## src/rtl/core/fcr_pkg.sv

```systemverilog
// Shared types, constants and the CRC-8 fold function of the framed command receiver.
// No dependencies; every other file of the block imports this package.
`timescale 1ns / 1ps

package fcr_pkg;

  // Width of the frame length and of the payload byte counter.
  localparam int CNT_W = 7;

  // Depth of the frame descriptor queue, which is also the number of payload banks.
  localparam logic [1:0] QUEUE_DEPTH = 2'd2;

  // Configuration register indexes.
  localparam logic [1:0] CFG_SYNC_BYTE    = 2'd0;
  localparam logic [1:0] CFG_CRC_POLY     = 2'd1;
  localparam logic [1:0] CFG_CRC_SEED     = 2'd2;
  localparam logic [1:0] CFG_LENGTH_LIMIT = 2'd3;

  // Configuration reset values.
  localparam logic [7:0]       SYNC_RESET  = 8'hAA;
  localparam logic [7:0]       POLY_RESET  = 8'h31;
  localparam logic [7:0]       SEED_RESET  = 8'h00;
  localparam logic [CNT_W-1:0] LIMIT_RESET = 7'd64;

  // Parser phases.
  typedef enum logic [2:0] {
    PH_HUNT   = 3'd0,
    PH_TYPE   = 3'd1,
    PH_LEN_LO = 3'd2,
    PH_LEN_HI = 3'd3,
    PH_DATA   = 3'd4,
    PH_CHECK  = 3'd5
  } phase_t;

  // Configuration as seen by the parser.
  typedef struct packed {
    logic [7:0]       sync_byte;
    logic [7:0]       crc_poly;
    logic [7:0]       crc_seed;
    logic [CNT_W-1:0] length_limit;
  } cfg_t;

  // One accepted frame waiting to be emitted.
  typedef struct packed {
    logic [7:0]       frame_type;
    logic [CNT_W-1:0] frame_length;
  } desc_t;

  // Payload store write port.
  typedef struct packed {
    logic             en;
    logic             bank;
    logic [CNT_W-1:0] addr;
    logic [7:0]       data;
  } mem_wr_t;

  // Fold one byte into an MSB-first CRC-8.
  function automatic logic [7:0] crc8_fold(input logic [7:0] crc, input logic [7:0] b,
                                           input logic [7:0] poly);
    logic [7:0] c;
    c = crc ^ b;
    for (int i = 0; i < 8; i++) begin
      if (c[7]) begin
        c = {c[6:0], 1'b0} ^ poly;
      end else begin
        c = {c[6:0], 1'b0};
      end
    end
    return c;
  endfunction

endpackage

```

## src/rtl/core/fcr_front.sv

```systemverilog
// Frame parser: hunts for sync, checks the length, keeps the CRC and writes the payload.
// Depends on fcr_pkg; feeds the descriptor queue and the payload store in fcr_back.
`timescale 1ns / 1ps

module fcr_front
  import fcr_pkg::*;
#(
  parameter int MAX_PAYLOAD = 64
) (
  input  logic       clk,
  input  logic       rst_n,
  input  cfg_t       cfg,
  input  logic       push,
  output logic       full,
  input  logic [7:0] rx_byte,
  input  logic [1:0] q_count,
  output logic       desc_push,
  output desc_t      desc,
  output mem_wr_t    mem_wr
);

  phase_t           phase_r, phase_nxt;
  logic [7:0]       type_r, type_nxt;
  logic [7:0]       len_lo_r, len_lo_nxt;
  logic [CNT_W-1:0] len_r, len_nxt;
  logic [CNT_W-1:0] cnt_r, cnt_nxt;
  logic [7:0]       crc_r, crc_nxt;
  logic             bank_r, bank_nxt;

  logic             accept;
  logic [7:0]       crc_base;
  logic [7:0]       crc_new;
  logic [15:0]      len16;
  logic             too_long;
  logic [CNT_W-1:0] cnt_inc;
  logic             crc_match;

  // Both banks are held by frames still being emitted.
  assign full   = ((phase_r == PH_DATA) || (phase_r == PH_CHECK)) && (q_count == QUEUE_DEPTH);
  assign accept = push && !full;

  // The type byte restarts the CRC from the seed; later bytes continue it.
  assign crc_base  = (phase_r == PH_TYPE) ? cfg.crc_seed : crc_r;
  assign crc_new   = crc8_fold(crc_base, rx_byte, cfg.crc_poly);
  assign len16     = {rx_byte, len_lo_r};
  assign too_long  = (len16 > 16'(MAX_PAYLOAD)) || (len16 > {9'd0, cfg.length_limit});
  assign cnt_inc   = cnt_r + 7'd1;
  assign crc_match = (rx_byte == crc_r);

  // Next phase.
  always_comb begin
    phase_nxt = phase_r;
    if (accept) begin
      unique case (phase_r)
        PH_TYPE:   phase_nxt = PH_LEN_LO;
        PH_LEN_LO: phase_nxt = PH_LEN_HI;
        PH_LEN_HI: begin
          if (too_long) begin
            phase_nxt = PH_HUNT;
          end else if (len16 == 16'd0) begin
            phase_nxt = PH_CHECK;
          end else begin
            phase_nxt = PH_DATA;
          end
        end
        PH_DATA:   phase_nxt = (cnt_inc >= len_r) ? PH_CHECK : PH_DATA;
        PH_CHECK:  phase_nxt = PH_HUNT;
        default:   phase_nxt = (rx_byte == cfg.sync_byte) ? PH_TYPE : PH_HUNT;
      endcase
    end
  end

  // Datapath updates, payload writes and descriptor pushes.
  always_comb begin
    type_nxt   = type_r;
    len_lo_nxt = len_lo_r;
    len_nxt    = len_r;
    cnt_nxt    = cnt_r;
    crc_nxt    = crc_r;
    bank_nxt   = bank_r;
    desc_push  = 1'b0;
    mem_wr.en   = 1'b0;
    mem_wr.bank = bank_r;
    mem_wr.addr = cnt_r;
    mem_wr.data = rx_byte;
    if (accept) begin
      unique case (phase_r)
        PH_TYPE: begin
          type_nxt = rx_byte;
          crc_nxt  = crc_new;
        end
        PH_LEN_LO: begin
          len_lo_nxt = rx_byte;
          crc_nxt    = crc_new;
        end
        PH_LEN_HI: begin
          crc_nxt = crc_new;
          if (!too_long) begin
            len_nxt = len16[CNT_W-1:0];
            cnt_nxt = '0;
          end
        end
        PH_DATA: begin
          mem_wr.en = ({1'b0, cnt_r} < 8'(MAX_PAYLOAD));
          cnt_nxt   = cnt_inc;
          crc_nxt   = crc_new;
        end
        PH_CHECK: begin
          if (crc_match) begin
            desc_push = 1'b1;
            bank_nxt  = !bank_r;
          end
        end
        default: begin
        end
      endcase
    end
  end

  assign desc.frame_type   = type_r;
  assign desc.frame_length = len_r;

  // Parser registers.
  always_ff @(posedge clk) begin
    if (!rst_n) begin
      phase_r  <= PH_HUNT;
      type_r   <= '0;
      len_lo_r <= '0;
      len_r    <= '0;
      cnt_r    <= '0;
      crc_r    <= '0;
      bank_r   <= 1'b0;
    end else begin
      phase_r  <= phase_nxt;
      type_r   <= type_nxt;
      len_lo_r <= len_lo_nxt;
      len_r    <= len_nxt;
      cnt_r    <= cnt_nxt;
      crc_r    <= crc_nxt;
      bank_r   <= bank_nxt;
    end
  end

endmodule

```

## src/rtl/core/fcr_desc_queue.sv

```systemverilog
// Two-entry queue of accepted frame descriptors between the parser and the emitter.
// Depends on fcr_pkg.
`timescale 1ns / 1ps

module fcr_desc_queue
  import fcr_pkg::*;
(
  input  logic       clk,
  input  logic       rst_n,
  input  logic       wr_en,
  input  desc_t      wr_desc,
  input  logic       rd_en,
  output desc_t      head,
  output logic       head_valid,
  output logic [1:0] count
);

  desc_t      entry_r [2];
  logic       wp_r, rp_r;
  logic [1:0] count_r, count_nxt;

  assign head       = entry_r[rp_r];
  assign head_valid = (count_r != 2'd0);
  assign count      = count_r;

  // Occupancy follows pushes and pops.
  always_comb begin
    count_nxt = count_r;
    if (wr_en && !rd_en) begin
      count_nxt = count_r + 2'd1;
    end else if (rd_en && !wr_en) begin
      count_nxt = count_r - 2'd1;
    end
  end

  // Entry storage needs no reset.
  always_ff @(posedge clk) begin
    if (wr_en) begin
      entry_r[wp_r] <= wr_desc;
    end
  end

  // Pointers and count.
  always_ff @(posedge clk) begin
    if (!rst_n) begin
      wp_r    <= 1'b0;
      rp_r    <= 1'b0;
      count_r <= '0;
    end else begin
      count_r <= count_nxt;
      if (wr_en) begin
        wp_r <= !wp_r;
      end
      if (rd_en) begin
        rp_r <= !rp_r;
      end
    end
  end

endmodule

```

## src/rtl/core/fcr_back.sv

```systemverilog
// Frame emitter: holds the two-bank payload store and streams each queued frame out.
// Depends on fcr_pkg; takes writes from fcr_front and descriptors from fcr_desc_queue.
`timescale 1ns / 1ps

module fcr_back
  import fcr_pkg::*;
#(
  parameter int MAX_PAYLOAD = 64
) (
  input  logic             clk,
  input  logic             rst_n,
  input  mem_wr_t          mem_wr,
  input  desc_t            head,
  input  logic             head_valid,
  output logic             head_pop,
  output logic             empty,
  input  logic             pop,
  output logic [7:0]       out_frame_type,
  output logic [CNT_W-1:0] out_frame_length,
  output logic [7:0]       out_data_byte,
  output logic             out_has_data,
  output logic             out_last
);

  localparam int AW = (MAX_PAYLOAD > 1) ? $clog2(MAX_PAYLOAD) : 1;

  logic [7:0] mem [2][MAX_PAYLOAD];
  logic [7:0] rdata_r;

  logic [CNT_W-1:0] k_r, k_nxt;
  logic             bank_r;

  // Read stage: the payload byte read from the store is registered in rdata_r.
  logic             s1_valid_r, s1_valid_nxt;
  logic [7:0]       s1_type_r;
  logic [CNT_W-1:0] s1_len_r;
  logic             s1_has_r;
  logic             s1_last_r;

  // Output register.
  logic             out_valid_r, out_valid_nxt;
  logic [7:0]       o_type_r;
  logic [CNT_W-1:0] o_len_r;
  logic [7:0]       o_data_r;
  logic             o_has_r;
  logic             o_last_r;

  logic             out_take;
  logic             out_free;
  logic             s1_move;
  logic             issue;
  logic             head_has;
  logic [CNT_W-1:0] n_res;
  logic             last_k;

  assign out_take = pop && out_valid_r;
  assign out_free = !out_valid_r || out_take;
  assign s1_move  = s1_valid_r && out_free;
  assign issue    = head_valid && (!s1_valid_r || out_free);

  // An empty frame still gives one result.
  assign head_has = (head.frame_length != '0);
  assign n_res    = head_has ? head.frame_length : 7'd1;
  assign last_k   = ((k_r + 7'd1) == n_res);
  assign head_pop = issue && last_k;

  // Walk the payload of the head frame.
  always_comb begin
    k_nxt = k_r;
    if (issue) begin
      k_nxt = last_k ? '0 : (k_r + 7'd1);
    end
  end

  always_comb begin
    s1_valid_nxt = s1_valid_r;
    if (issue) begin
      s1_valid_nxt = 1'b1;
    end else if (s1_move) begin
      s1_valid_nxt = 1'b0;
    end
  end

  always_comb begin
    out_valid_nxt = out_valid_r;
    if (s1_move) begin
      out_valid_nxt = 1'b1;
    end else if (out_take) begin
      out_valid_nxt = 1'b0;
    end
  end

  // Payload store: written by the parser, read by the emitter from the other bank.
  always_ff @(posedge clk) begin
    if (mem_wr.en) begin
      mem[mem_wr.bank][mem_wr.addr[AW-1:0]] <= mem_wr.data;
    end
    if (issue && head_has) begin
      rdata_r <= mem[bank_r][k_r[AW-1:0]];
    end
  end

  // Payload registers of the read stage and the output stage.
  always_ff @(posedge clk) begin
    if (issue) begin
      s1_type_r <= head.frame_type;
      s1_len_r  <= head.frame_length;
      s1_has_r  <= head_has;
      s1_last_r <= last_k;
    end
    if (s1_move) begin
      o_type_r <= s1_type_r;
      o_len_r  <= s1_len_r;
      o_data_r <= s1_has_r ? rdata_r : 8'd0;
      o_has_r  <= s1_has_r;
      o_last_r <= s1_last_r;
    end
  end

  // Control registers.
  always_ff @(posedge clk) begin
    if (!rst_n) begin
      k_r         <= '0;
      bank_r      <= 1'b0;
      s1_valid_r  <= 1'b0;
      out_valid_r <= 1'b0;
    end else begin
      k_r         <= k_nxt;
      s1_valid_r  <= s1_valid_nxt;
      out_valid_r <= out_valid_nxt;
      if (head_pop) begin
        bank_r <= !bank_r;
      end
    end
  end

  assign empty            = !out_valid_r;
  assign out_frame_type   = o_type_r;
  assign out_frame_length = o_len_r;
  assign out_data_byte    = o_data_r;
  assign out_has_data     = o_has_r;
  assign out_last         = o_last_r;

endmodule

```

## src/rtl/core/framed_command_receiver_crc8.sv

```systemverilog
// Top level of the framed command receiver: configuration registers and the three parts.
// Depends on fcr_pkg, fcr_front, fcr_desc_queue and fcr_back.
//
// Usage:
// The input side is a queue: drive one received byte on in_rx_byte and raise push; the
// item is taken at a clock edge where push is high and full is low. Bytes before a sync
// byte are dropped. A frame is sync, type, length low, length high, payload, CRC.
// The result side is a queue too: while empty is low the oldest result is on the out_
// ports, and it is taken at an edge where pop is high. A frame whose CRC matches gives
// one result per payload byte with out_last on the final one; an empty frame gives one
// result with out_has_data low. Frames that are too long or fail the CRC give nothing.
// A frame whose CRC byte is taken has its descriptor queued; its first result then passes
// the read stage and the output register. One byte per cycle goes in while full is low,
// one result per cycle comes out while pop is high. The payload store has two banks, so
// one frame can be received while the previous one is emitted; full rises only in the
// payload or CRC phase of a frame while two earlier frames still wait to be emitted, and
// falls the cycle after the emitter has read the last payload byte of the older one.
// Reset (rst_n low at a clock edge) returns the parser to sync hunting, empties the
// queues and loads the configuration defaults; the payload store is not cleared.
// A stalled receiver (pop low) holds the current result; input continues until the
// banks fill. Configuration is written through cfg_wr_en, cfg_index and cfg_data.
`timescale 1ns / 1ps

module framed_command_receiver_crc8
  import fcr_pkg::*;
#(
  parameter int MAX_PAYLOAD = 64
) (
  input  logic             clk,
  input  logic             rst_n,
  input  logic             push,
  output logic             full,
  input  logic [7:0]       in_rx_byte,
  output logic             empty,
  input  logic             pop,
  output logic [7:0]       out_frame_type,
  output logic [CNT_W-1:0] out_frame_length,
  output logic [7:0]       out_data_byte,
  output logic             out_has_data,
  output logic             out_last,
  input  logic             cfg_wr_en,
  input  logic [1:0]       cfg_index,
  input  logic [7:0]       cfg_data
);

  cfg_t       cfg_r;
  desc_t      desc;
  desc_t      head;
  mem_wr_t    mem_wr;
  logic       desc_push;
  logic       head_valid;
  logic       head_pop;
  logic [1:0] q_count;

  // Configuration registers.
  always_ff @(posedge clk) begin
    if (!rst_n) begin
      cfg_r.sync_byte    <= SYNC_RESET;
      cfg_r.crc_poly     <= POLY_RESET;
      cfg_r.crc_seed     <= SEED_RESET;
      cfg_r.length_limit <= LIMIT_RESET;
    end else if (cfg_wr_en) begin
      unique case (cfg_index)
        CFG_SYNC_BYTE:    cfg_r.sync_byte    <= cfg_data;
        CFG_CRC_POLY:     cfg_r.crc_poly     <= cfg_data;
        CFG_CRC_SEED:     cfg_r.crc_seed     <= cfg_data;
        CFG_LENGTH_LIMIT: cfg_r.length_limit <= cfg_data[CNT_W-1:0];
        default: begin
        end
      endcase
    end
  end

  fcr_front #(
    .MAX_PAYLOAD(MAX_PAYLOAD)
  ) u_front (
    .clk      (clk),
    .rst_n    (rst_n),
    .cfg      (cfg_r),
    .push     (push),
    .full     (full),
    .rx_byte  (in_rx_byte),
    .q_count  (q_count),
    .desc_push(desc_push),
    .desc     (desc),
    .mem_wr   (mem_wr)
  );

  fcr_desc_queue u_queue (
    .clk       (clk),
    .rst_n     (rst_n),
    .wr_en     (desc_push),
    .wr_desc   (desc),
    .rd_en     (head_pop),
    .head      (head),
    .head_valid(head_valid),
    .count     (q_count)
  );

  fcr_back #(
    .MAX_PAYLOAD(MAX_PAYLOAD)
  ) u_back (
    .clk             (clk),
    .rst_n           (rst_n),
    .mem_wr          (mem_wr),
    .head            (head),
    .head_valid      (head_valid),
    .head_pop        (head_pop),
    .empty           (empty),
    .pop             (pop),
    .out_frame_type  (out_frame_type),
    .out_frame_length(out_frame_length),
    .out_data_byte   (out_data_byte),
    .out_has_data    (out_has_data),
    .out_last        (out_last)
  );

endmodule

```

## config.mk

```make
export PLATFORM = sky130hd
export DESIGN_NAME = framed_command_receiver_crc8
export DESIGN_NICKNAME = d
export VERILOG_FILES = /design/src/rtl/core/fcr_pkg.sv /design/src/rtl/core/fcr_front.sv /design/src/rtl/core/fcr_desc_queue.sv /design/src/rtl/core/fcr_back.sv /design/src/rtl/core/framed_command_receiver_crc8.sv
export SDC_FILE = /design/constraint.sdc
export NUM_CORES = 1
export LEC_CHECK = 0
export BUFFER_PORTS_ARGS = -buffer_cell sky130_fd_sc_hd__buf_2
export CORE_MARGIN = 1
export CORE_UTILIZATION = 32
export CTS_BUF_LIST = sky130_fd_sc_hd__clkbuf_4 sky130_fd_sc_hd__clkbuf_8 sky130_fd_sc_hd__clkbuf_16
export CTS_CLUSTER_SIZE = 14
export DETAILED_ROUTE_END_ITERATION = 8
export PLACE_DENSITY = 0.44
export SLEW_MARGIN = 10
export SYNTH_ARGS = -nofsm -noshare
export SYNTH_HDL_FRONTEND = slang
export SYNTH_HIERARCHICAL = 1
export SYNTH_SLANG_ARGS = --single-unit
```

## constraint.sdc

```tcl
create_clock -name clk -period 9.6 [get_ports clk]
set_input_delay 2.4 -clock clk [delete_from_list [all_inputs] [get_ports clk]]
set_output_delay 2.4 -clock clk [all_outputs]
set_load 0.01 [all_outputs]
```

; ---- After elaboration in Yosys (flattened, before gate mapping)
; Memories as Yosys holds them, arrays and structs flattened. A register that Yosys moved wholly into a read port is not among the register bits.
; Cells that the tools add are included.
[classes]
add_sub_neg = 4
multipliers = 0
div = 0
order_cmp = 7
eq_ne = 13
shifts = 0
muxes = 42
n_bitwise = 12
n_reduce_logical = 42
[ops]
columns = cell, count
row1 = two-way mux 512 bit, 1
row2 = two-way mux 8 bit, 12
row3 = bitwise XOR 8 bit, 9
row4 = binary-select mux 8 bit (select 6 bit), 1
row5 = demux 8 bit (select 6 bit), 1
row6 = two-way mux 7 bit, 3
row7 = two-way mux 1 bit, 19
row8 = == test 8 bit, 2
row9 = greater-than comparator 16 x 7 -> 1 bit, 1
row10 = "greater-than comparator 16 x 7 -> 1 bit, second input constant", 1
row11 = zero test 16 bit, 1
row12 = case mux 3 bit (5 select lines), 1
row13 = "adder 7 x 1 -> 7 bit, second input constant", 2
row14 = ">= comparator 7 bit, second input constant", 2
row15 = inverter 6 -> 7 bit, 2
row16 = case mux 7 bit (2 select lines), 1
row17 = AND reduction 2 bit, 7
row18 = logical AND 1 bit, 10
row19 = nonzero test 2 bit, 5
row20 = zero test 1 bit, 9
row21 = AND reduction 3 bit, 3
row22 = == test 7 bit, 1
row23 = >= comparator 7 bit, 1
row24 = "less-than comparator 7 x 1 -> 1 bit, second input constant", 1
row25 = 16 further kinds, 24
[totals]
regBits = 137
latch_bits = 0
ram_bits = 1054
mem_bits_ro = 0
in_bits = 23
output_inout_bits = 27
elab_cells = 150
mem_count = 2
[memory_table]
columns = memory, depth, width, rd, rd_clocked_by_memory_dff, wr, line_no
row1 = u_back.mem, 2, 512, 1, 1, 1, fcr_back.sv:27  ; logic [7:0] mem [2][MAX_PAYLOAD];
row2 = u_queue.entry_r, 2, 15, 1, 1, 1, fcr_desc_queue.sv:18  ; desc_t entry_r [2];

; ---- Longest topological paths before layout
; Gate-level depths: netlist of run 1.
[depth]
ltp_word = 19
mapped_depth = 20
depth_no_buf = 16

; ---- Cells and area by module
; The synthesis of run 1 kept the hierarchy.
[modules_own_cells]
columns = module, n_inst, cells_per_inst, area_each_um2, seq_area_each_um2
row1 = fcr_back, 1, 1967, 42155.4, 32471.1
row2 = fcr_front, 1, 593, 4424.2, 840.8
row3 = fcr_desc_queue, 1, 68, 1295.0, 1001.0
row4 = framed_command_receiver_crc8, 1, 123, 1236.2, 620.6

; ---- Least setup slack after synthesis of run 1
; Ideal clock, no wire load.
[synth_path]
path_kind = input to register
startpoint = input port in_rx_byte[7]
endpoint = register u_front.crc_r[7]
setup_ns = 0.062
t_arrival_ns = 6.133
t_required_ns = 9.538
setup_slack_ns = 3.405
cell_stages = 18
n_path_buf = 4
path_cell_list = clkbuf_1 -> nand2b_1 -> a21oi_1 -> nor2_2 -> o311a_1 -> or4_1 -> buf_2 -> and2_4 -> buf_6 -> o31ai_4 -> nor3_2 -> buf_2 -> or4_1 -> a311oi_1 -> a41oi_1 -> xnor2_1 -> a211o_1 -> nand3_1
[synth_via]
elab_chain_len = 16
[synth_lines]
columns = element, line_no
row1 = "start, declared", framed_command_receiver_crc8.sv:33  ; input logic [7:0] in_rx_byte,
row2 = bitwise XOR 8 bit *, fcr_pkg.sv:61  ; c = crc ^ b;
row3 = two-way mux 8 bit *, fcr_pkg.sv:63  ; if (c[7]) begin
row4 = bitwise XOR 8 bit, fcr_pkg.sv:64  ; c = {c[6:0], 1'b0} ^ poly;
row5 = two-way mux 8 bit *, fcr_pkg.sv:63
row6 = bitwise XOR 8 bit, fcr_pkg.sv:64
row7 = two-way mux 8 bit *, fcr_pkg.sv:63
row8 = bitwise XOR 8 bit, fcr_pkg.sv:64
row9 = two-way mux 8 bit *, fcr_pkg.sv:63
row10 = bitwise XOR 8 bit, fcr_pkg.sv:64
row11 = two-way mux 8 bit *, fcr_pkg.sv:63
row12 = bitwise XOR 8 bit, fcr_pkg.sv:64
row13 = two-way mux 8 bit *, fcr_pkg.sv:63
row14 = bitwise XOR 8 bit, fcr_pkg.sv:64
row15 = two-way mux 8 bit *, fcr_pkg.sv:63
row16 = bitwise XOR 8 bit, fcr_pkg.sv:64
row17 = two-way mux 8 bit *, fcr_pkg.sv:63
row18 = "end signal, assigned", fcr_front.sv:139  ; crc_r <= crc_nxt;
row19 = "end, declared", fcr_front.sv:27  ; logic [7:0] crc_r, crc_nxt;
; Mark *: on every way between the ends. The rest lies on a longest branch, timed or not.
; A chain may end at the register's enable or synchronous reset.

; ---- Worst setup path after layout of run 1
[layout_path]
startpoint = input port in_rx_byte[7]
endpoint = register u_front.crc_r[6]
[layout_via]
elab_chain_len = 15
elab_cells_between_ends = 16
cone_classes = mux (8) / bitwise (8)
[layout_lines]
columns = element, line_no
row1 = bitwise XOR 8 bit *, fcr_pkg.sv:61
row2 = two-way mux 8 bit * (2 in a row), fcr_pkg.sv:63
row3 = bitwise XOR 8 bit or two-way mux 8 bit (tied branches), "fcr_pkg.sv:64, fcr_pkg.sv:63"
row4 = two-way mux 8 bit *, fcr_pkg.sv:63
row5 = bitwise XOR 8 bit or two-way mux 8 bit (tied branches), "fcr_pkg.sv:64, fcr_pkg.sv:63"
row6 = two-way mux 8 bit *, fcr_pkg.sv:63
row7 = bitwise XOR 8 bit or two-way mux 8 bit (tied branches), "fcr_pkg.sv:64, fcr_pkg.sv:63"
row8 = two-way mux 8 bit *, fcr_pkg.sv:63
row9 = bitwise XOR 8 bit or two-way mux 8 bit (tied branches), "fcr_pkg.sv:64, fcr_pkg.sv:63"
row10 = two-way mux 8 bit *, fcr_pkg.sv:63
row11 = bitwise XOR 8 bit or two-way mux 8 bit (tied branches), "fcr_pkg.sv:64, fcr_pkg.sv:63"
row12 = two-way mux 8 bit *, fcr_pkg.sv:63
row13 = bitwise XOR 8 bit or two-way mux 8 bit (tied branches), "fcr_pkg.sv:64, fcr_pkg.sv:63"
row14 = two-way mux 8 bit *, fcr_pkg.sv:63
; Marks and branches as above.

==> summary.txt, run 1 <==
Yosys
  – Top-count cell post-synth: edfxtp_1
  – Top post-synthesis cells by area: edfxtp_1, mux4_2, dfxtp_1
  – Sequential fraction of the synthesis area: around 71%
  – Yosys reg bits: 1193
  – Post-Syn Area: 0.04911 sq mm
  – Main synth FF type: edfxtp_1
  – Post-synth top area cell: edfxtp_1
  – Synth async-reset ratio: 0%
  – Post-synth top cells: edfxtp_1, mux4_2, nor2_1, nand2_1, mux2i_1
  – Yosys warnings: 6
  – Unique masters post-synth: 97
  – Syn Inst Count: 2751
  – Top cell type's share of synthesized area: between 60 and 70%
  – Synthesized area per cell: approximately 18 sq um
  – Syn_nets: roughly 2800
  – EDFF count, synth: 1104

CTS
  – CTS clk-pin slew, worst paths: 0.06 ns
  – Worst skew pair latency: ~0.77 ns
  – Clock root cell: clkbuf_16
  – CTS HTree Levels: 4
  – Cts repair resizes: 0
  – TritonCTS clock tree: yes
  – Postcts setup bufs: 0
  – CTS Buf Count: approximately 140
  – Clock sink total: 1193
  – Post-CTS Hold Fix Bufs: 0
  – Clock buffer depth: 3

Critical path
  – Critical Path AT: between 7 and 8 ns
  – Worst EP required: 10.29 ns
  – CP startpoint kind: input port
  – CP Cell Sequence: buf_4 -> nand2b_1 -> a21oi_1 -> nor2_2 -> nor4_1 -> or4_1 -> a21oi_1 -> o21ai_2 -> xnor2_1 -> o31ai_1 -> o221a_1 -> a32o_1 -> xnor2_1 -> a211o_1 -> nand3_1
  – Crit. End Element: register
  – Max incr delay on CP: between 1 and 1.5 ns
  – Crit-path slowest cell: xnor2_1
  – Crit path kind: in -> reg
  – CP Max Fanout: 55
  – R2R Setup Slk: between 3 and 4 ns

Layout
  – Fillers: 14218
  – Nets: approximately 2900
  – Syn-to-layout area delta: 13.75%
  – Share of cells above drive strength 1: 21.01%

Detailed routing
  – # DRC: 0
  – ANT nets after route: 0
  – Via Count: around 26000
  – Initial drt markers: just under 2000
  – Average wire per standard cell: ~27 um
  – Total wire length: around 130000 um
  – 1st-pass router iterations: 6
  – Vias/cell: 5.189

Floorplanning
  – Row Count: 143
  – Die area: 0.1550 sq mm
  – Boundary Pins: 50
  – Initial core utilization: around a third
  – Die Ht: 393.8 um
  – Die Wd: 393.8 um
  – Total core area: 0.1521 sq mm

Timing
  – Minimum clock period after layout: a little under 7 ns
  – Fin. max-slew vios: 0
  – TNS Setup: 0 ns
  – Slew Limit Headroom: about an eighth
  – Fin. Hold Viols: 0
  – Max Freq: between 100 and 150 MHz
  – Worst-margin pin slew: 1.292 ns
  – RSZ-0062 raised after global routing: false
  – Final worst-path cycle share: a little under three quarters
  – Worst clock skew on the final layout: 0.02390 ns
  – Endpoints failing setup: 0

Global route
  – Vias in the first global route: 26596
  – Global-route wire length before repair: around 190000 um
  – Largest net degree at the start of global routing: between 90 and 100
  – GRT Total Usage: 17.29%
  – GR Overflow Total: 0
  – Antenna violations before repair: 4

Hold path
  – Worst hold path class: reg -> reg

Power and ir drop
  – Pwr Total: 11.43 mW
  – Leakage: between 15 and 20 nW
  – Power Density: slightly above 200 mW/mm^2
  – Peak supply drop: around 0.16 mV

Run status
  – Status: completed

Run
  – Max-Cap Viols: 0

Place
  – GPL Wtd Cong: between 0.7 and 0.8
  – PortBufs: 49
  – Post-detail-place hpwl: 85250 um
-- sequential cells by signal, indices dropped and copies added (netlist names), 7 cells and up, named ones only --
name                     cells
u_front/len_r                7
u_back/s1_len_r              7
u_back/out_frame_length      7
u_front/cnt_r                7
u_back/k_r                   7
u_back/out_data_byte         8
u_front/crc_r                8
u_back/out_frame_type        8
u_back/rdata_r               8
u_front/type_r               8
u_back/s1_type_r             8
u_back/mem                1024
u_queue/entry_r             30
u_front/len_lo_r             8
cfg_r                       31
-- per-layer routing --
layer / track usage (%) / vias to the layer above / wire [um]
li1: - / 11158 / -
met5: 0 / - / 0
met2: 28.65 / 599 / 65940
met3: 2.571 / 178 / 5436
met4: 5.058 / 0 / 3025
met1: 23.50 / 13744 / 59770
-- critical path: cells and delay by family --
family          cells  cell delay (ns)
xor+xnor            2             1.19
buf+inv             1             0.47
compound gates      7             1.73
simple gates        5             1.74
-- final timing paths --
| check | from | to | depth (start not counted) |
|---|---|---|---|
| min | u_back/s1_len_r[2]$_DFFE_PP_ | u_back/out_frame_length[2]$_DFFE_PP_ | 0 |
| min reg2reg | u_back/s1_len_r[2]$_DFFE_PP_ | u_back/out_frame_length[2]$_DFFE_PP_ | 0 |
| max | in_rx_byte[7] | u_front/crc_r[6]$_SDFFE_PN0P_ | 15 |
| max reg2reg | u_front/phase_r[0]$_SDFFE_PN0P_ | u_front/crc_r[6]$_SDFFE_PN0P_ | 14 |
-- kinds of logic after synthesis --
family                   share of synthesized area [%]
buffers and inverters                            2.318
AND/OR/NAND/NOR                                  5.615
flip-flops                                       71.13
adder cells (fa/ha/maj)                         0.4586
XOR/XNOR                                         1.445
AO/OA/AOI/OAI                                    4.232
multiplexers                                     14.80
-- cell type report --
cell class	instances	area [sq um]	area share (%)
clock inverter	67	747.0	1.337
multi-input combinational	1356	13050	23.36
timing repair buffer	94	665.6	1.192
sequential	1193	34950	62.56
tap	2030	2540	4.547
inverter	35	131.4	0.2352
antenna	1	2.502	0.004479
clock buffer	173	3776	6.760
-- metrics by stage --
step	instances	utilization, %	instance area [sq um]	hold slack, ns	setup slack [ns]
3_5_place_dp	4708	33.76	51340	0.4063	1.979
4_1_cts	4948	36.73	55860	0.4324	2.779
2_1_floorplan	2751	-	49110	0.4003	3.405
6_report	4949	36.73	55860	0.4310	2.717
3_3_place_gp	4708	33.76	51340	0.4107	2.093
5_1_grt	4948	36.73	55860	0.4393	2.418
-- layout by cell type (no fill, tap or decap), types with 29 or more instances in the layout --
cell / n
o21ai_0: 35
clkbuf_4: 29
buf_2: 41
a211oi_1: 29
dfxtp_1: 84
inv_1: 32
nand3_1: 46
mux4_2: 246
buf_4: 48
edfxtp_1: 1104
nor2_1: 209
clkinv_1: 36
clkbuf_16: 140
xnor2_1: 49
mux2i_1: 115
nor2b_1: 43
nand2_1: 123
a21oi_1: 69
-- power by group --
part / internal (mW) / switching, mW
Clock: 3.18 / 2.06
Combinational: 0.153 / 0.334
Sequential: 5.68 / 0.0161
No activity file was read; power rests on OpenSTA's default activity.
==> run 2: changes to the inputs <==
- ABC_AREA: unset -> 1
- clock period: 9.6 -> 6.9 ns (I/O delays scaled with it)
==> summary.txt, run 2 <==
Power and ir drop
  – Clock share of power: 45.7% (was 45.9%)
  – NetSw: 3.425 mW (was 2.412 mW)
  – Seq pwr share: 50.4% (was 49.9%)
  – Switching part of the total: 21.77% (was 21.11%)
  – Power Density: 268.2 mW/mm^2 (was 204.5 mW/mm^2)
  – Leakage: 22.84 nW (was 17.07 nW)
  – Peak supply drop: 0.1788 mV (was 0.1603 mV)
  – Logic pwr share: 3.9% (was 4.3%)
  – Pwr Total: 15.73 mW (was 11.43 mW)
  – Cell Int Power: 12.30 mW (was 9.013 mW)

Layout
  – Syn-to-layout area delta: 12.59% (was 13.75%)
  – Largest register FFs: 1024 (unchanged)
  – Most frequent cells in the layout: nand2_1, edfxtp_1, nand3_1 (was edfxtp_1, mux4_2, nor2_1)
  – Commonest non-fill, non-tap cell in the layout: nand2_1 (was edfxtp_1)
  – Design Area, Final: 0.05864 sq mm (was 0.05586 sq mm)
  – Share of cells above drive strength 1: 7.750% (was 21.01%)
  – Nets: 5122 (was 2856)

Timing
  – Final worst-path cycle share: approximately three fifths
  – TNS Setup: 0 ns (unchanged)
  – Endpoints failing setup: 0 (unchanged)
  – Max Freq: 237.9 MHz
  – Min Hold Slack: 0.4190 ns (was 0.4310 ns)
  – Slew Limit Headroom: 17.03% (was 13.25%)
  – RSZ-0062 raised after global routing: false (unchanged)
  – Fin. Hold Viols: 0 (unchanged)
  – Worst clock skew on the final layout: 0.02736 ns (was 0.02390 ns)
  – Fin. max-slew vios: 0 (unchanged)
  – Minimum clock period after layout: around 4.2 ns
  – Worst-margin pin slew: 1.243 ns (was 1.292 ns)

Global route
  – Global-route wire length before repair: 233300 um (was 194600 um)
  – Antenna violations before repair: 4 (unchanged)
  – GR Overflow Total: 0 (unchanged)
  – GRT Total Usage: 19.23% (was 17.29%)
  – Vias in the first global route: 35006 (was 26596)
  – Largest net degree at the start of global routing: 203 (was 97)

Yosys
  – Yosys reg bits: 1193 (unchanged)
  – EDFF count, synth: 1104 (unchanged)
  – Unique masters post-synth: 50 (was 97)
  – Synthesized area per cell: 10.22 sq um (was 17.85 sq um)
  – Post-synth top cells: nand2_1, edfxtp_1, nand3_1, inv_1, nor2_1 (was edfxtp_1, mux4_2, nor2_1, nand2_1, mux2i_1)
  – Post-Syn Area: 0.05208 sq mm (was 0.04911 sq mm)
  – Syn_nets: 5139 (was 2792)
  – Top post-synthesis cells by area: edfxtp_1, nand2_1, nand3_1 (was edfxtp_1, mux4_2, dfxtp_1)
  – Top cell type's share of synthesized area: 63.65% (was 67.50%)
  – Post-synth top area cell: edfxtp_1 (unchanged)
  – Main synth FF type: edfxtp_1 (unchanged)
  – Synth async-reset ratio: 0% (unchanged)
  – Sequential fraction of the synthesis area: 67.07% (was 71.13%)
  – Syn Inst Count: 5098 (was 2751)
  – Top-count cell post-synth: nand2_1 (was edfxtp_1)
  – Yosys warnings: 6 (unchanged)

CTS
  – Cts repair resizes: 0 (unchanged)
  – CTS clk-pin slew, worst paths: 0.06 ns (about the same)
  – Clock buffer depth: 3 (unchanged)
  – CTS Buf Count: 138 (was 135)
  – Postcts setup bufs: 0 (unchanged)
  – CTS HTree Levels: 4 (unchanged)
  – Post-CTS Hold Fix Bufs: 0 (unchanged)
  – Clock root cell: clkbuf_16 (unchanged)
  – Clock sink total: 1193 (unchanged)
  – Worst skew pair latency: 0.76 ns (was 0.77 ns)
  – TritonCTS clock tree: yes (unchanged)

Detailed routing
  – Average wire per standard cell: 21.45 um (was 27.11 um)
  – Initial drt markers: 2911 (was 1977)
  – Met1 wire length: 73980 um (was 59770 um)
  – 1st-pass router iterations: 5 (was 6)
  – Total wire length: 157600 um (was 134200 um)
  – Met2 WL: 71640 um (was 65940 um)
  – WL met3: 8644 um (was 5436 um)
  – Via Count: 35463 (was 25679)
  – Vias/cell: 4.826 (was 5.189)
  – Top routing layer in use: met5 (was met4)
  – # DRC: 0 (unchanged)
  – ANT nets after route: 0 (unchanged)

Floorplanning
  – Boundary Pins: 50 (unchanged)
  – Initial core utilization: 32.33% (was 32.29%)
  – Row Count: 147 (was 143)
  – Die area: 0.1644 sq mm (was 0.1550 sq mm)
  – Die Wd: 405.4 um (was 393.8 um)
  – Total core area: 0.1611 sq mm (was 0.1521 sq mm)
  – Die Ht: 405.4 um (was 393.8 um)

Run status
  – Status: completed (unchanged)

Hold path
  – Worst hold path class: reg -> reg (unchanged)

Critical path
  – CP Max Fanout: 42 (was 55)
  – Critical Path AT: 4.86 ns (was 7.57 ns)
  – Crit path kind: in -> reg (unchanged)
  – CP startpoint kind: input port (unchanged)
  – Crit. End Element: register (unchanged)
  – Worst EP required: 7.56 ns (was 10.29 ns)

Place
  – PortBufs: 49 (unchanged)
  – GPL Wtd Cong: 0.8074 (was 0.7984)
  – Post-detail-place hpwl: 92720 um (was 85250 um)
  – Placement Cell Area: 0.05422 sq mm (was 0.05134 sq mm)

Run
  – Max-Cap Viols: 0 (unchanged)
==> run 2: power by group through the flow <==
stage	logic (mW)	clock network, mW	registers [mW]
floorplan	0.437	0	8.06
CTS	0.623	7.35	7.93
global route	0.695	7.62	7.92
detailed placement	0.621	0	8.08
finish	0.617	7.19	7.93
global placement	0.627	0	8.08
==> run 2: cell families after synthesis <==
family | Yosys count | share of synthesized area [%]
and+or+nand+nor | 2934 | 23.33
DFF | 1193 | 67.07
buffers and inverters | 703 | 6.035
AOI/OAI and AO/OA | 186 | 1.910
xor gates and xnor gates | 49 | 0.8240
adders and majority gates | 18 | 0.4324
muxes | 15 | 0.3964
==> run 2: path summary, 6_finish.rpt <==
path	start	endpoint	slack, ns	cells after the start
max	in_rx_byte[6]	u_front/crc_r[4]$_SDFFE_PN0P_	2.70	26
min	u_back/s1_type_r[2]$_DFFE_PP_	u_back/out_frame_type[2]$_DFFE_PP_	0.42	0
min reg2reg	u_back/s1_type_r[2]$_DFFE_PP_	u_back/out_frame_type[2]$_DFFE_PP_	0.42	0
max reg2reg	u_back/k_r[3]$_SDFFE_PN0P_	u_queue/count[1]$_SDFFE_PN0P_	2.99	15
==> run 2: metrics by stage <==
stage          cells  setup WS, ns  util [%]
6_report        7348         2.697     36.39
2_1_floorplan   5098         2.558         -
5_1_grt         7348         2.282     36.39
3_5_place_dp    7101         1.914     33.65
4_1_cts         7347         2.750     36.39
3_3_place_gp    7101         1.928     33.65
==> run 2: final cells by class <==
class | count | area, sq um
Antenna cell | 1 | 2.502
Clock buffer | 176 | 3851
Clock inverter | 70 | 568.0
Fill cell | 16239 | 102500
Inverter | 433 | 1650
Multi-Input combinational cell | 3202 | 14100
Sequential cell | 1193 | 34950
Tap cell | 2160 | 2703
Timing Repair Buffer | 113 | 813.3
==> run 2: per-layer routing <==
layer | track usage, % | vias to the layer above
met3 | 3.218 | 200
met1 | 27.54 | 17442
met2 | 30.00 | 913
met4 | 5.184 | 6
met5 | 0 | -
li1 | - | 16902
==> run 2: worst max-delay path, cell delays in order <==
cell and delay [ns]:
buf_6 0.38, inv_1 0.19, nand3_1 0.12, nand2_1 0.05, nand2_1 0.11, nand2_4 0.10, nand2_1 0.07, nand2_1 0.10
nand3_2 0.12, inv_1 0.05, nand2_1 0.09, nand3_1 0.08, nand2_1 0.21, nand3_2 0.14, nand2_2 0.14, inv_2 0.06
nor2_8 0.15, nand3_2 0.15, nand3_1 0.16, o21ai_2 0.10, nand2_2 0.22, nand2_1 0.09, nand2_1 0.07, nand3_1 0.06
nand2_1 0.06, inv_1 0.04
